===== config.mk =====
export PLATFORM = sky130hd
export DESIGN_NAME = atl_cordic_cell
export DESIGN_NICKNAME = d
export VERILOG_FILES = /design/src/design/atl_pkg.sv /design/src/design/atl_cordic_cell.sv
export SDC_FILE = /design/constraint.sdc
export NUM_CORES = 1
export LEC_CHECK = 0
export CORE_ASPECT_RATIO = 0.6
export CORE_MARGIN = 1.5
export CORE_UTILIZATION = 60
export DETAILED_ROUTE_END_ITERATION = 7
export DONT_BUFFER_PORTS = 1
export PLACE_DENSITY = 0.8
export SLEW_MARGIN = 10
export SYNTH_ARGS = -nofsm -noshare
export SYNTH_HDL_FRONTEND = slang
export SYNTH_SLANG_ARGS = --single-unit

===== constraint.sdc =====
create_clock -name clk -period 0.8 [get_ports clk]
set_input_delay 0 -clock clk [delete_from_list [all_inputs] [get_ports clk]]
set_output_delay 0 -clock clk [all_outputs]
set_load 0.02 [all_outputs]

===== src/design/atl_pkg.sv =====
package atl_pkg;

	localparam int ANG_W = 24;
	localparam int GAIN_W = 10;
	localparam int OUT_W = 18;
	localparam int TABLE_LEN = 24;
	localparam logic [GAIN_W-1:0] GAIN_RESET = 10'd358;

	typedef struct packed {
		logic zero;
		logic pos;
		logic neg;
	} atl_sign_t;

	localparam logic signed [ANG_W-1:0] ATAN_Q16 [TABLE_LEN] = '{
		24'sd2949120, 24'sd1740967, 24'sd919879, 24'sd466945,
		24'sd234379, 24'sd117304, 24'sd58666, 24'sd29335,
		24'sd14668, 24'sd7334, 24'sd3667, 24'sd1833,
		24'sd917, 24'sd458, 24'sd229, 24'sd115,
		24'sd57, 24'sd29, 24'sd14, 24'sd7,
		24'sd4, 24'sd2, 24'sd1, 24'sd0
	};

	localparam logic signed [ANG_W-1:0] RIGHT_ANGLE_Q16 = 24'sd5898240;

endpackage


===== src/design/atl_cordic_cell.sv =====
module atl_cordic_cell #(
	parameter int STAGE = 0,
	parameter int DW = 26
) (
	input  logic                           clk,
	input  logic                           arst_n,
	input  logic                           in_valid,
	input  atl_pkg::atl_sign_t             in_sign,
	input  logic signed [DW-1:0]           in_px,
	input  logic signed [DW-1:0]           in_py,
	input  logic signed [atl_pkg::ANG_W-1:0] in_ang,
	output logic                           out_valid,
	output atl_pkg::atl_sign_t             out_sign,
	output logic signed [DW-1:0]           out_px,
	output logic signed [DW-1:0]           out_py,
	output logic signed [atl_pkg::ANG_W-1:0] out_ang
);
	import atl_pkg::*;

	logic signed [DW-1:0] px_sh;
	logic signed [DW-1:0] py_sh;
	logic                 turn_down;

	assign px_sh = in_px >>> STAGE;
	assign py_sh = in_py >>> STAGE;
	assign turn_down = !in_py[DW-1] && (in_py != '0);

	always_ff @(posedge clk or negedge arst_n) begin
		if (!arst_n) begin
			out_valid <= 1'b0;
		end else begin
			out_valid <= in_valid;
		end
	end

	always_ff @(posedge clk) begin
		out_sign <= in_sign;
		if (turn_down) begin
			out_px <= in_px + py_sh;
			out_py <= in_py - px_sh;
			out_ang <= in_ang + ATAN_Q16[STAGE];
		end else begin
			out_px <= in_px - py_sh;
			out_py <= in_py + px_sh;
			out_ang <= in_ang - ATAN_Q16[STAGE];
		end
	end

endmodule


==> flow_metrics.py, run 1 <==
metrics = {
    "logic_synthesis": {
        "synth.area.top_cells": "dfxtp_1 (24%), ha_1 (17%), a21oi_1 (7.2%), xnor2_1 (6.6%), inv_1 (4.4%)",
        "ys_seq_elements": 79,
        "synth_edf_count": 0,
        "synth_top_area_share_pct": 24.4,
        "seq_area_frac_synth_pct": 24.7,
        "synth_commonest_cells": "a21oi_1 (92), ha_1 (86), dfxtp_1 (78)",
        "ys.flop_type": "dfxtp_1",
        "synthesis.area_sq_mm": 0.00641,
        "syn_area_per_cell_sq_um": 8.13,
        "yosys.cell_types.count": 79,
        "post-synth-top-count-cell": "a21oi_1",
        "ys.warnings.count": 0,
        "synth.largest_area_cell": "dfxtp_1",
        "synth_nets": 961,
        "ys_async_sr_fraction_pct": 1.27,
        "synthCells": 789,
    },
    "clocking": {
        "hold_buffers": 25,
        "cts_max_level": 3,
        "cts_made_buffers": 9,
        "clock_sinks": 79,
        "cts_root_buf": "clkbuf_16",
        "cts_buffer_depth": 2,
        "cts_resized": 182,
        "cts_setup_buffers": 40,
    },
    "place": {
        "gp_congestion": 1.04,
        "port_buffers": 0,
        "hpwlAfterDp_um": 20300,
    },
    "outcome": {
        "status": "did not finish",
        "error": "[ERROR DPL-0038] Utilization greater than 100%, impossible to legalize",
        "haltStage": "clock tree synthesis (4_1_cts)",
    },
    "floorplan": {
        "chipHeight_um": 83.1,
        "ioPinCount": 162,
        "rows": 28,
        "start_util_pct": 63.3,
        "fp.dieW_um": 136,
    },
}
[cells by family after synthesis]
logic type	after synthesis	synth area share (%)
compound gates	252	26.0
simple gates	190	14.7
buf+inv	112	7.28
fa+ha+maj	90	18.0
flops	79	24.7
xor+xnor	54	7.38
mux	12	1.87
[through the flow]
stage               hold WS [ns]  cells  worst slack, ns  instance area [sq um]
floorplan                 -0.296    789            -1.26                   6810
global placement          -0.296   1094            -1.55                   8290
detailed placement        -0.296   1094            -1.62                   8290
==> run 2, diff against run 1 <==
--- a/config.mk
+++ b/config.mk
@@ -5,12 +5,11 @@
 export SDC_FILE = /design/constraint.sdc
 export NUM_CORES = 1
 export LEC_CHECK = 0
-export CORE_ASPECT_RATIO = 0.6
 export CORE_MARGIN = 1.5
-export CORE_UTILIZATION = 60
+export CORE_UTILIZATION = 40
 export DETAILED_ROUTE_END_ITERATION = 7
 export DONT_BUFFER_PORTS = 1
-export PLACE_DENSITY = 0.8
+export PLACE_DENSITY_LB_ADDON = 0.15
 export SLEW_MARGIN = 10
 export SYNTH_ARGS = -nofsm -noshare
 export SYNTH_HDL_FRONTEND = slang
==> flow_metrics.py, run 2 <==
metrics = {
    "power_and_ir_drop": {
        "p_leak_uw": 0.00455,
        "p_per_area_mw_per_mm2": 1640,
        "total_power_uw": 16800,
        "vdd_drop_max_v": 0.00112,
    },
    "logic_synthesis": {
        "ys_async_sr_fraction_pct": 1.27,
        "post-synth-top-count-cell": "a21oi_1",
        "synth.area.top_cells": "dfxtp_1 (24%), ha_1 (17%), a21oi_1 (7.2%), xnor2_1 (6.6%), inv_1 (4.4%)",
        "ys.warnings.count": 0,
        "synthesis.area_sq_mm": 0.00641,
        "synth_commonest_cells": "a21oi_1 (92), ha_1 (86), dfxtp_1 (78)",
        "seq_area_frac_synth_pct": 24.7,
        "yosys.cell_types.count": 79,
        "synth.largest_area_cell": "dfxtp_1",
        "synth_edf_count": 0,
        "ys_seq_elements": 79,
        "synthCells": 789,
        "syn_area_per_cell_sq_um": 8.13,
        "synth_top_area_share_pct": 24.4,
        "ys.flop_type": "dfxtp_1",
        "synth_nets": 961,
    },
    "place": {
        "port_buffers": 0,
        "hpwlAfterDp_um": 18700,
        "gp_congestion": 0.897,
        "dp_cells": 1172,
        "placed_area_sq_mm": 0.00836,
    },
    "run": {
        "cap_viol_max_count": 0,
    },
    "finish": {
        "layout_common_cells": "buf_4 (212), ha_1 (69), a21oi_1 (65), nor2_1 (65), inv_1 (63)",
        "instances_no_fill": 1258,
        "fillCellCount": 1363,
        "nets": 1209,
        "antenna_cells": 0,
        "layout.cells.most_common": "buf_4",
        "largest_reg_flops": 26,
        "largest_register": "out_px",
        "syn_to_final_growth_pct": 59.2,
        "final_cell_area_sq_mm": 0.0102,
        "drive_gt1_share_pct": 44.6,
        "largestRegisters": "out_px x26, out_py x25, out_ang x24",
    },
    "grt": {
        "antenna_found_initial": 0,
        "grt_util_met3_pct": 5.90,
        "grt_max_degree": 17,
        "grt_use_total_pct": 29.5,
        "grt-ovfl-total": 0,
        "grt_use_met2_pct": 48.1,
        "grt_first_pass_wirelength_um": 37700,
        "met1_usage_pct": 38.9,
        "busiest_layer": "met2",
        "grt_pass1_vias": 6949,
    },
    "clocking": {
        "cts_root_buf": "clkbuf_16",
        "cts_tree": "yes",
        "clock_sinks": 79,
        "hold_buffers": 27,
        "cts_max_level": 3,
        "cts_buffer_depth": 2,
        "clk_pin_slew_ns": 0.06,
        "cts_made_buffers": 9,
    },
    "routing": {
        "antenna_left": 0,
        "firstDrtPassIters": 5,
        "first_iter_violations": 430,
        "drc": 0,
        "via_per_inst": 5.56,
        "wirelength_um": 25100,
        "vias": 6989,
        "wl_per_cell_um": 20.0,
    },
    "timing": {
        "setup_viol": 59,
        "hold_violations": 6,
        "rsz0062_at_grt": "yes",
        "finalWorstSetupSlack_ns": -1.24,
        "hold_slack_ns": -0.149,
        "finalCritPeriodShare_pct": 255,
        "slew_violations": 0,
        "min_period_ns": 2.04,
        "max_freq_ghz": 0.490,
        "slew_headroom_pct": 66.2,
        "worst_pin_slew_ns": 0.505,
    },
    "floorplan": {
        "die_area_sq_mm": 0.0168,
        "rows": 46,
        "chipHeight_um": 130,
        "ioPinCount": 162,
        "coreArea_sq_mm": 0.0158,
        "start_util_pct": 40.7,
        "fp.dieW_um": 130,
    },
    "setup_path": {
        "crit_arrival_ns": 2.28,
        "crit_required_ns": 1.04,
        "crit_path_start_kind": "input pin",
        "crit_path_end_kind": "register",
        "crit_fanout": 4,
        "timing_worst_setup_path_type": "input pin to register",
    },
    "outcome": {
        "status": "complete, but fails checks",
        "violations": "hold timing, setup timing",
    },
    "worst_hold_path": {
        "min-delay-path-class": "input pin to register",
    },
}
-- run 2: logic make-up (layout without fill, tap and decap cells) --
family / count (synthesis) / in the layout / synth area share [%]
flip-flops: 79 / 79 / 24.7
buffers and inverters: 112 / 365 / 7.28
AND/OR/NAND/NOR: 190 / 190 / 14.7
AO/OA/AOI/OAI: 252 / 252 / 26.0
multiplexers: 12 / 12 / 1.87
XOR/XNOR: 54 / 54 / 7.38
adder cells (fa/ha/maj): 90 / 90 / 18.0
-- run 2: worst max-delay path, cell delays in order --
cell and delay [ns]:
nor4_4 0.40, nand4_1 0.30, nor2_1 0.24, or2_4 0.18, ha_4 0.19, a21o_1 0.17
a21oi_2 0.16, o21bai_1 0.09, a21oi_2 0.17, o21bai_1 0.09, a21oi_1 0.19, xnor2_1 0.09
-- run 2: cell type report --
type	count	area [sq um]	share of cell area [%]
clock inverter	7	63.8	0.625
multi-input combinational	598	5250	51.5
sequential	79	1640	16.1
inverter	76	328	3.21
clock buffer	9	225	2.21
timing repair buffer	273	2420	23.7
tap	216	270	2.65
-- run 2: timing repair --
item | 4_1_cts | 5_1_grt
gates resized for setup | 117 | 96
gates cloned | 7 | 1
pin swaps | 64 | 59
endpoints found under the setup margin | 73 | 89
setup buffers | 18 | 22
hold endpoints to repair | 31 | 6
-- run 2: power by group --
part / switching [uW] / internal (uW) / total [uW]
Clock: 1930 / 2170 / 4100
Combinational: 3320 / 3340 / 6650
Sequential: 1240 / 4790 / 6030
-- run 2: final timing paths --
| kind | start | to | slack, ns | depth (start not counted) |
|---|---|---|---|---|
| worst max-delay path | in_py[11] | out_ang[23] | -1.24 | 12 |
| worst min-delay path | in_ang[17] | out_ang[17] | -0.15 | 1 |
| max in group asynchronous | arst_n | out_valid | 0.25 | 2 |
| min in group asynchronous | arst_n | out_valid | 0.43 | 2 |
-- run 2: routing by layer --
| metal | vias to the layer above | share of wire, % | routed length, um |
|---|---|---|---|
| met5 | - | 0 | 0 |
| met4 | 0 | 3.0 | 758 |
| met3 | 53 | 8.0 | 2000 |
| met2 | 321 | 46 | 11600 |
| met1 | 3358 | 43 | 10800 |
| li1 | 3257 | - | - |
-- run 2: stage by stage --
step / utilization [%] / setup TNS (ns) / worst slack [ns] / hold slack, ns
after CTS: 61.8 / -47.89 / -1.09 / -0.157
after global routing: 64.7 / -58.66 / -1.23 / -0.160
after detailed placement: 53.0 / -75.91 / -1.64 / -0.296
after global placement: 53.0 / -74.52 / -1.57 / -0.296
after floorplan: - / -48.78 / -1.26 / -0.296
final: 64.7 / -60.67 / -1.24 / -0.149
Note: power is estimated with default switching activity, not from simulation.
