<file path="src/design/atl_pkg.sv">
package atl_pkg;

	localparam int ANG_W = 24;
	localparam int GAIN_W = 10;
	localparam int OUT_W = 18;
	localparam int TABLE_LEN = 24;
	localparam logic [GAIN_W-1:0] GAIN_RESET = 10'd358;

	typedef struct packed {
		logic zero;
		logic pos;
		logic neg;
	} atl_sign_t;

	localparam logic signed [ANG_W-1:0] ATAN_Q16 [TABLE_LEN] = '{
		24'sd2949120, 24'sd1740967, 24'sd919879, 24'sd466945,
		24'sd234379, 24'sd117304, 24'sd58666, 24'sd29335,
		24'sd14668, 24'sd7334, 24'sd3667, 24'sd1833,
		24'sd917, 24'sd458, 24'sd229, 24'sd115,
		24'sd57, 24'sd29, 24'sd14, 24'sd7,
		24'sd4, 24'sd2, 24'sd1, 24'sd0
	};

	localparam logic signed [ANG_W-1:0] RIGHT_ANGLE_Q16 = 24'sd5898240;

endpackage

</file>
<file path="src/design/atl_sqrt_cell.sv">
module atl_sqrt_cell #(
	parameter int W = 16,
	parameter int M = 24
) (
	input  logic              clk,
	input  logic              arst_n,
	input  logic              in_valid,
	input  atl_pkg::atl_sign_t in_sign,
	input  logic [W-1:0]      in_num,
	input  logic [2*M-1:0]    in_op,
	input  logic [M+1:0]      in_rem,
	input  logic [M-1:0]      in_root,
	output logic              out_valid,
	output atl_pkg::atl_sign_t out_sign,
	output logic [W-1:0]      out_num,
	output logic [2*M-1:0]    out_op,
	output logic [M+1:0]      out_rem,
	output logic [M-1:0]      out_root
);
	import atl_pkg::*;

	logic [M+1:0] rem_sh;
	logic [M+1:0] trial;
	logic         ge;

	assign rem_sh = {in_rem[M-1:0], in_op[2*M-1:2*M-2]};
	assign trial = {in_root, 2'b01};
	assign ge = rem_sh >= trial;

	always_ff @(posedge clk or negedge arst_n) begin
		if (!arst_n) begin
			out_valid <= 1'b0;
		end else begin
			out_valid <= in_valid;
		end
	end

	always_ff @(posedge clk) begin
		out_sign <= in_sign;
		out_num <= in_num;
		out_op <= {in_op[2*M-3:0], 2'b00};
		out_rem <= ge ? (rem_sh - trial) : rem_sh;
		out_root <= {in_root[M-2:0], ge};
	end

endmodule

</file>
<file path="config.mk">
export PLATFORM = sky130hd
export DESIGN_NAME = atl_sqrt_cell
export DESIGN_NICKNAME = d
export VERILOG_FILES = /design/src/design/atl_pkg.sv /design/src/design/atl_sqrt_cell.sv
export SDC_FILE = /design/constraint.sdc
export NUM_CORES = 1
export LEC_CHECK = 0
export ABC_AREA = 0
export BUFFER_PORTS_ARGS = -buffer_cell sky130_fd_sc_hd__buf_2
export CAP_MARGIN = 30
export CORE_MARGIN = 4
export CORE_UTILIZATION = 43
export DETAILED_ROUTE_END_ITERATION = 6
export PLACE_DENSITY = 0.79
export SKIP_CTS_REPAIR_TIMING = 1
export SLEW_MARGIN = 20
export SYNTH_ARGS = -nofsm -noshare
export SYNTH_HDL_FRONTEND = slang
export SYNTH_SLANG_ARGS = --single-unit
export TNS_END_PERCENT = 30
</file>
<file path="constraint.sdc">
create_clock -name clk -period 0.8 [get_ports clk]
set_input_delay 0.04 -clock clk [delete_from_list [all_inputs] [get_ports clk]]
set_output_delay 0.04 -clock clk [all_outputs]
set_load 0.005 [all_outputs]
</file>
==> results of run 1 <==
==> cells by family (layout without fill, tap and decap cells) <==
kind of cell	count (synthesis)	after routing
adder cells (fa/ha/maj)	26	26
AO/OA/AOI/OAI	79	79
AND/OR/NAND/NOR	62	62
buffers and inverters	43	504
XOR/XNOR	19	19
other	1	3
flip-flops	116	116
multiplexers	25	25
==> worst paths after layout <==
check	from	endpoint	slack, ps	cells past startpoint
setup / recovery	in_root[10]	out_rem[23]	-1180	11
hold / removal	in_root[2]	out_root[3]	-380	1
max in group asynchronous	arst_n	out_valid	320	3
min in group asynchronous	arst_n	out_valid	380	3
==> flip-flops by register name (all words and copies together), names as in the netlist <==
name	count
out_op	46
out_rem	26
out_root	24
out_num	16
out_sign	3
out_valid	1
==> power by group through the flow <==
stage | combinational, µW | clock, µW | sequential (µW)
global route | 4920 | 7770 | 6560
CTS | 3170 | 7310 | 6400
finish | 4770 | 7560 | 6540
global placement | 3040 | 0 | 6500
floorplan | 1440 | 0 | 6590
detailed placement | 3130 | 0 | 6510
==> cells in the mapped netlist, types with 5 or more instances <==
| cell type | number |
|---|---|
| dfxtp_1 | 115 |
| inv_1 | 32 |
| a21oi_1 | 28 |
| ha_1 | 26 |
| mux2_2 | 19 |
| o21ai_0 | 17 |
| nand2_1 | 15 |
| xnor2_1 | 14 |
| nor2_1 | 12 |
| o21a_1 | 9 |
| nand4_1 | 6 |
| buf_4 | 5 |
| nor3_1 | 5 |
| xor2_1 | 5 |
==> layer usage <==
layer  global-route usage [%]  up-vias  wire, µm
met3                     8.08      204      2660
met5                        0        -         0
met4                     9.81        0      2190
met2                     45.2      518     11600
met1                     24.2     2531      8430
li1                         -     2186         -
==> critical path, stage by stage <==
cell	delay [ps]
buf_2	110
inv_1	130
ha_4	240
a21oi_1	300
o21ai_0	220
a21oi_2	220
a21oi_2	90
or4b_4	520
a21oi_4	160
xnor2_1	90
mux2_4	270
==> layout make-up <==
cell class	instances	area share, %
antenna	1	0.0293
clock buffer	18	5.01
clock inverter	14	1.68
inverter	32	1.49
multi-input combinational	213	23.6
sequential	116	27.7
tap	129	1.89
timing repair buffer	440	38.5
==> per-stage QoR <==
step	std cells	worst slack (ps)	power (µW)
floorplan	372	-1460	8030
global placement	805	-1590	9540
detailed placement	805	-1680	9650
CTS	837	-1150	16900
global route	963	-1150	19200
finish	963	-1180	18900
==> results.md, run 1 <==
- Status: complete, but fails checks
- Failing checks: design-rule violations, negative hold slack, negative setup slack
- Final layout net count: 966
- P per Cell Area: 2210 nW/µm²
- Internal power: 13200 µW
- Top cells by area, synth: dfxtp_1 56%, ha_1 7.9%, mux2_2 5.2%
- # fillers: 312
- Warnings, synthesis: 0
- Placer Congestion: 0.886
- Vias in the first global route: 4217
- Post-Synth Adder-Cell Area: 7.89%
- XOR/XNOR Fraction of Synth Area: 4.04%
- Placed Area: 6120 µm²
- Top cell type's share of synthesized area: 55.8%
- WP data arrival: 2400 ps
- Synth Instances: 371
- Reg area: 2370 µm²
- Post-synth top flop: dfxtp_1
- Main combinational cell family by area after synthesis: compound AO/OA/AOI/OAI gates
- Die Y: 106 µm
- Sink Count: 116
- Final hold vios: 1
- Synth area leader: dfxtp_1
- First-pass GRT wire length: 21000 µm
- Routed via count: 5439
- CP max FO: 5
- Buffers added on ports: 233
- Simple-gate share of the synthesized area: 8.10%
- CP Class: input pin to flip-flop
- Drt first pass iters: 7
- Hold Crit Class: input pin to flip-flop
- CTS root buf: clkbuf_8
- Fmax: 504 MHz
- Max clock buf depth: 2
- Sequential share of power: 34.6%
- Flops & latches, synth: 116
- Clk pwr share: 40.1%
- Max-Cap Viols: 0
- CP Launch Type: input pin
- Post-synthesis mux area share: 6.77%
- Vias/cell: 5.65
- H-tree depth: 4
- Unrepaired setup endpoints after global routing: true
- Routed Antenna Nets: 0
- Post-synth EDFFs: 0
- Final hold slack: -383 ps
- Pleak: 0.00412 µW
- Global route overflow: 0
- Yosys cell types: 48
- Final Cell Area: 8550 µm²
- Post-detail-place hpwl: 10900 µm
- Most common cell after layout, fill and taps aside: buf_2
- Worst setup margin: -1180 ps
- Final period demand of the worst path: 1980 ps
- Die width: 106 µm
- Psw: 5660 µW
- Worst vdd ir: 1.75 mV
- Wirelength, routed: 24800 µm
- Die footprint: 11200 µm²
- Async set-reset flop share out of synthesis: 0.862%
- Final setup viols: 143
- Core area: 9280 µm²
- P&R area growth vs syn: 107%
- Clk slew on worst S/H paths: 60 ps
- CTS buffer count: 17
- Largest net degree at the start of global routing: 17
- Initial antenna violation count: 1
- Starting Density: 44.4%
- Share of layout cells above drive strength 1: 55.8%
- Post-synthesis sequential area ratio: 56.4%
- Mapped Avg Cell Area: 11.1 µm²
- Sw Ratio: 30.0%
- Initial DRC count: 621
- Crit. End Element: flip-flop
- Synth Area in Compound Gates: 12.3%
- Area of the multi-input gates: 2020 µm²
- Total Negative Setup Slacks: -53640 ps
- Period utilization: 248%
- Combinational Power Share: 25.3%
- Synth Cell Area: 4120 µm²
- CTS tree: done
- WL/cell: 25.8 µm
- Fin util: 92.0%
- DRC: 8
- GRT Util Overall: 24.1%
- Max Slew Vio Count: 0
- Cell Rows: 35
- Most frequent cells in the layout: 202 x buf_2, 116 x dlygate4sd3_1, 82 x buf_4, 80 x dfxtp_1, 35 x dfxtp_2
- I/O pins: 238
- Critical Path RT: 1220 ps
Power figures use the tool's default switching activity.
==> run 2: changes to the inputs <==
- BUFFER_PORTS_ARGS: -buffer_cell sky130_fd_sc_hd__buf_2 -> default
- CORE_UTILIZATION: 43 -> 55
- DONT_BUFFER_PORTS: default -> 1
- PLACE_DENSITY: 0.79 -> 0.7
==> run 2 against run 1 <==
  * Synthesized cell count unchanged
  * Synthesized area unchanged
  * The flow now stops in global routing
==> results.md, run 2 <==
- Status: aborted with a tool error (was complete, but fails checks)
- Halt Stage: global routing
- Run Error: [ERROR RSZ-0060] Max buffer count reached.
- Buffers added on ports: 0 (was 233)
- Cell Rows: 31 (was 35)
- Post-detail-place hpwl: 8940 µm (was 10900 µm)
- Top cells by area, synth: dfxtp_1 56%, ha_1 7.9%, mux2_2 5.2% (unchanged)
- Simple-gate share of the synthesized area: 8.10% (unchanged)
- Synth Area in Compound Gates: 12.3% (unchanged)
- Main combinational cell family by area after synthesis: compound AO/OA/AOI/OAI gates (unchanged)
- Synth area leader: dfxtp_1 (unchanged)
- Post-synthesis mux area share: 6.77% (unchanged)
- I/O pins: 238 (unchanged)
- CTS root buf: clkbuf_8 (unchanged)
- Post-Synth Adder-Cell Area: 7.89% (unchanged)
- Largest net degree at the start of global routing: 17
- Top cell type's share of synthesized area: 55.8% (unchanged)
- Yosys cell types: 48 (unchanged)
- Post-synth EDFFs: 0 (unchanged)
- Flops & latches, synth: 116 (unchanged)
- Die width: 94.6 µm (was 106 µm)
- Placer Congestion: 0.869 (was 0.886)
- Most frequent cells after synthesis: 115 x dfxtp_1, 32 x inv_1, 28 x a21oi_1, 26 x ha_1, 19 x mux2_2 (unchanged)
- Mapped Avg Cell Area: 11.1 µm² (unchanged)
- XOR/XNOR Fraction of Synth Area: 4.04% (unchanged)
- H-tree depth: 4 (unchanged)
- Post-synthesis sequential area ratio: 56.4% (unchanged)
- Async set-reset flop share out of synthesis: 0.862% (unchanged)
- GR repair worst EP: out_rem[4]$_DFF_P_/D
- Starting Density: 56.9% (was 44.4%)
- CTS buffer count: 17 (unchanged)
- Synth Instances: 371 (unchanged)
- Synth Cell Area: 4120 µm² (unchanged)
- Die Y: 94.6 µm (was 106 µm)
- Worst ep type: register data pin
- Max clock buf depth: 2 (unchanged)
- Count leader, synth: dfxtp_1 (unchanged)
- Warnings, synthesis: 0 (unchanged)
- Post-Place Worst Slack: -1510 ps (was -1680 ps)
- Placed Area: 4880 µm² (was 6120 µm²)
- Sink Count: 116 (unchanged)
- Post-synth top flop: dfxtp_1 (unchanged)
[run 2: cell counts after synthesis]
Identical to the previous run, type by type.
[run 2: logic make-up after synthesis]
kind of cell    after synthesis
flops                       116
xor+xnor                     19
buf+inv                      43
simple gates                 62
mux                          25
other cells                   1
fa+ha+maj                    26
compound gates               79
[run 2: per-stage QoR]
stage | setup TNS, ps | cells | hold WS (ps)
2_1_floorplan | -37540 | 372 | -256
3_3_place_gp | -37470 | 540 | -256
3_5_place_dp | -39390 | 540 | -256
4_1_cts | -37130 | 572 | -787
==> run 3: changes to the inputs <==
- CORE_UTILIZATION: 55 -> 40
- PLACE_DENSITY: 0.7 -> default
- PLACE_DENSITY_LB_ADDON: default -> 0.15
==> run 3 against run 2 <==
  * The flow now finishes, with violations (negative hold slack, negative setup slack)
==> results.md, run 3 (same netlist as run 1, synthesis figures left out) <==
- Die footprint: 12000 µm²
- CP Launch Point: in_root[2]
- Max Slew Vio Count: 0
- # fillers: 710
- Failing checks: negative hold slack, negative setup slack
- Biggest regs: out_op x46, out_rem x26, out_root x24
- Die Y: 110 µm (was 94.6 µm)
- Final hold slack: -321 ps
- Global route overflow: 0
- Routed Antenna Nets: 0
- P&R area growth vs syn: 73.0%
- Final period demand of the worst path: 1710 ps
- First-pass GRT wire length: 16400 µm
- Final setup viols: 143
- Max stage delay cell, worst path: or4b_4
- Cell Rows: 36 (was 31)
- Internal power: 13000 µW
- Pleak: 0.00315 µW
- CP top delay family: simple AND/OR/NAND/NOR gates
- Final hold vios: 2
- CTS root buf: clkbuf_8 (unchanged)
- Routed via count: 3495
- Placed insts: 576 (was 540)
- Share of layout cells above drive strength 1: 49.1%
- Largest net degree at the start of global routing: 17
- Wirelength, routed: 13700 µm
- Unrepaired setup endpoints after global routing: true
- Psw: 4380 µW
- CP Class: input pin to flip-flop
- Fmax: 586 MHz
- Most used cell, CP: a21oi_2
- Combinational Power Share: 17.2%
- Slowest stage delay, CP: 520 ps
- CP Cell Sequence: inv_1 -> ha_4 -> or4_4 -> o21ai_2 -> a211o_4 -> a21oi_2 -> or4b_4 -> a21oi_2 -> xnor2_1 -> mux2_4
- Final layout net count: 730
- WL/cell: 18.8 µm
- Most common cell after layout, fill and taps aside: dlygate4sd3_1
- Critical Path RT: 1190 ps
- Buffers added on ports: 0 (unchanged)
- Max-Cap Viols: 0
- Vias in the first global route: 3146
- Hold Crit Class: input pin to flip-flop
- Clk slew on worst S/H paths: 60 ps
- H-tree depth: 4 (unchanged)
- CTS buffer count: 17 (unchanged)
- Top reg by flops: out_op
- Worst vdd ir: 1.53 mV
- Max clock buf depth: 2 (unchanged)
- Sw Ratio: 25.1%
- CP Launch Type: input pin
- Status: complete, but fails checks (was aborted with a tool error)
- I/O pins: 238 (unchanged)
- Non-Filler Instances: 730
- DRC: 0
- CTS tree: done
- Clk pwr share: 44.4%
- Period utilization: 213%
- Die width: 110 µm (was 94.6 µm)
- Antenna cells: 0
- Vias/cell: 4.79
- Crit. End Element: flip-flop
- Min-delay src: in_rem[0]
- Post-detail-place hpwl: 9290 µm (was 8940 µm)
- Worst setup margin: -907 ps
- GRT Util Overall: 18.1%
- P per Cell Area: 2440 nW/µm²
- Most frequent cells in the layout: 116 x dlygate4sd3_1, 112 x dfxtp_2, 81 x buf_4, 29 x inv_1, 23 x mux2_4
- Sequential share of power: 38.4%
- Buffers and inverters on the worst path: 1
- Sink Count: 116 (unchanged)
- Max reg flops: 46
- Core area: 9910 µm²
- CP max FO: 3
- Initial DRC count: 124
- Initial antenna violation count: 0
- WP data arrival: 2090 ps
- Drt first pass iters: 4
- Placer Congestion: 0.812 (was 0.869)
- Starting Density: 41.6% (was 56.9%)
-- run 3: power groups by stage --
stage                     Clock (µW)  Combinational, µW  Sequential (µW)
after floorplan                    0               1440             6590
after global placement             0               2180             6720
after detailed placement           0               2200             6720
after CTS                       7870               2220             6600
after global routing            8170               3280             6720
final                           7740               3000             6690
-- run 3: final cells by class --
type,count,area (µm²),share of cell area (%)
clock inverter,15,195,2.74
timing repair buffer,204,1880,26.4
sequential,116,2470,34.6
inverter,32,125,1.75
tap,133,166,2.33
clock buffer,17,414,5.80
multi-input combinational,213,1880,26.3
-- run 3: per-stage QoR --
| step | setup slack (ps) | TNS [ps] | instance area, µm² | power, µW | utilization [%] |
|---|---|---|---|---|---|
| 2_1_floorplan | -1460 | -37540 | 4230 | 8030 | - |
| 3_3_place_gp | -1490 | -38860 | 4950 | 8900 | 49.9 |
| 3_5_place_dp | -1560 | -40000 | 4950 | 8920 | 49.9 |
| 4_1_cts | -1040 | -38900 | 5560 | 16700 | 56.1 |
| 5_1_grt | -961 | -37770 | 7130 | 18200 | 72.0 |
| 6_report | -907 | -31460 | 7130 | 17400 | 72.0 |
-- run 3: worst paths after layout --
path                          endpoint  slack, ps  cells past startpoint
setup / recovery           out_rem[23]       -910                     10
min in group asynchronous    out_valid        310                      2
max in group asynchronous    out_valid        380                      2
hold / removal              out_rem[2]       -320                      1
-- run 3: metal layers --
metal	wire length [µm]	up-vias	GRT usage (%)
met5	0	-	0
li1	-	1714	-
met4	252	0	5.08
met1	5070	1619	18.3
met3	1150	16	8.93
met2	7250	146	32.7
==> run 4: changes to the inputs <==
- CELL_PAD_IN_SITES_DETAIL_PLACEMENT: default -> 2
- CELL_PAD_IN_SITES_GLOBAL_PLACEMENT: default -> 2
- CORE_UTILIZATION: 40 -> 35
- PLACE_DENSITY_LB_ADDON: 0.15 -> 0.1
==> run 4 against run 3 <==
  * The run now fails in global routing
  * Synthesized cell count stayed put
  * Synthesized area stayed put
==> results.md, run 4 <==
- Worst ep type: register data pin
- Status: aborted with a tool error (was complete, but fails checks)
- Post-synthesis sequential area ratio: 56.4% (unchanged)
- Count leader, synth: dfxtp_1 (unchanged)
- CTS root buf: clkbuf_16 (was clkbuf_8)
- Post-synth top flop: dfxtp_1 (unchanged)
- Post-detail-place hpwl: 10300 µm (was 9290 µm)
- CTS buffer count: 17 (unchanged)
- Top cells by area, synth: dfxtp_1 56%, ha_1 7.9%, mux2_2 5.2% (unchanged)
- Die Y: 117 µm (was 110 µm)
- Sink Count: 116 (unchanged)
- Placed Area: 4950 µm² (about the same)
- GR repair worst EP: out_rem[11]$_DFF_P_/D
- Run Error: [ERROR DPL-0033] detailed placement checks failed during check placement.
- Placed insts: 587 (was 576)
- Warnings, synthesis: 0 (unchanged)
- H-tree depth: 4 (unchanged)
- I/O pins: 238 (unchanged)
- Starting Density: 36.0% (was 41.6%)
- Die width: 117 µm (was 110 µm)
- Buffers added on ports: 0 (unchanged)
- Max clock buf depth: 2 (unchanged)
- Largest net degree at the start of global routing: 17
- Post-synth EDFFs: 0 (unchanged)
- Placer Congestion: 0.755 (was 0.812)
- Synth Cell Area: 4120 µm² (unchanged)
- Synth Instances: 371 (unchanged)
- Flops & latches, synth: 116 (unchanged)
- Mapped Avg Cell Area: 11.1 µm² (unchanged)
- Yosys cell types: 48 (unchanged)
- Cell Rows: 39 (was 36)
- Synth area leader: dfxtp_1 (unchanged)
- Async set-reset flop share out of synthesis: 0.862% (unchanged)
- Most frequent cells after synthesis: 115 x dfxtp_1, 32 x inv_1, 28 x a21oi_1, 26 x ha_1, 19 x mux2_2 (unchanged)
- Initial antenna violation count: 2
- Halt Stage: global routing
- Top cell type's share of synthesized area: 55.8% (unchanged)
[run 4: cell counts after synthesis]
Identical to the previous run, type by type.
[run 4: cells by family after synthesis]
group / count (synthesis) / synth area share [%]
AO/OA/AOI/OAI: 79 / 12.3
XOR/XNOR: 19 / 4.04
adder cells (fa/ha/maj): 26 / 7.89
buffers and inverters: 43 / 4.43
flip-flops: 116 / 56.4
multiplexers: 25 / 6.77
other: 1 / 0.0909
AND/OR/NAND/NOR: 62 / 8.10
[run 4: through the flow]
stage	utilization, %	setup slack [ps]	hold slack (ps)
after CTS	48.4	-1170	-699
after detailed placement	43.2	-1580	-256
after global placement	43.2	-1530	-256
after floorplan	-	-1460	-256
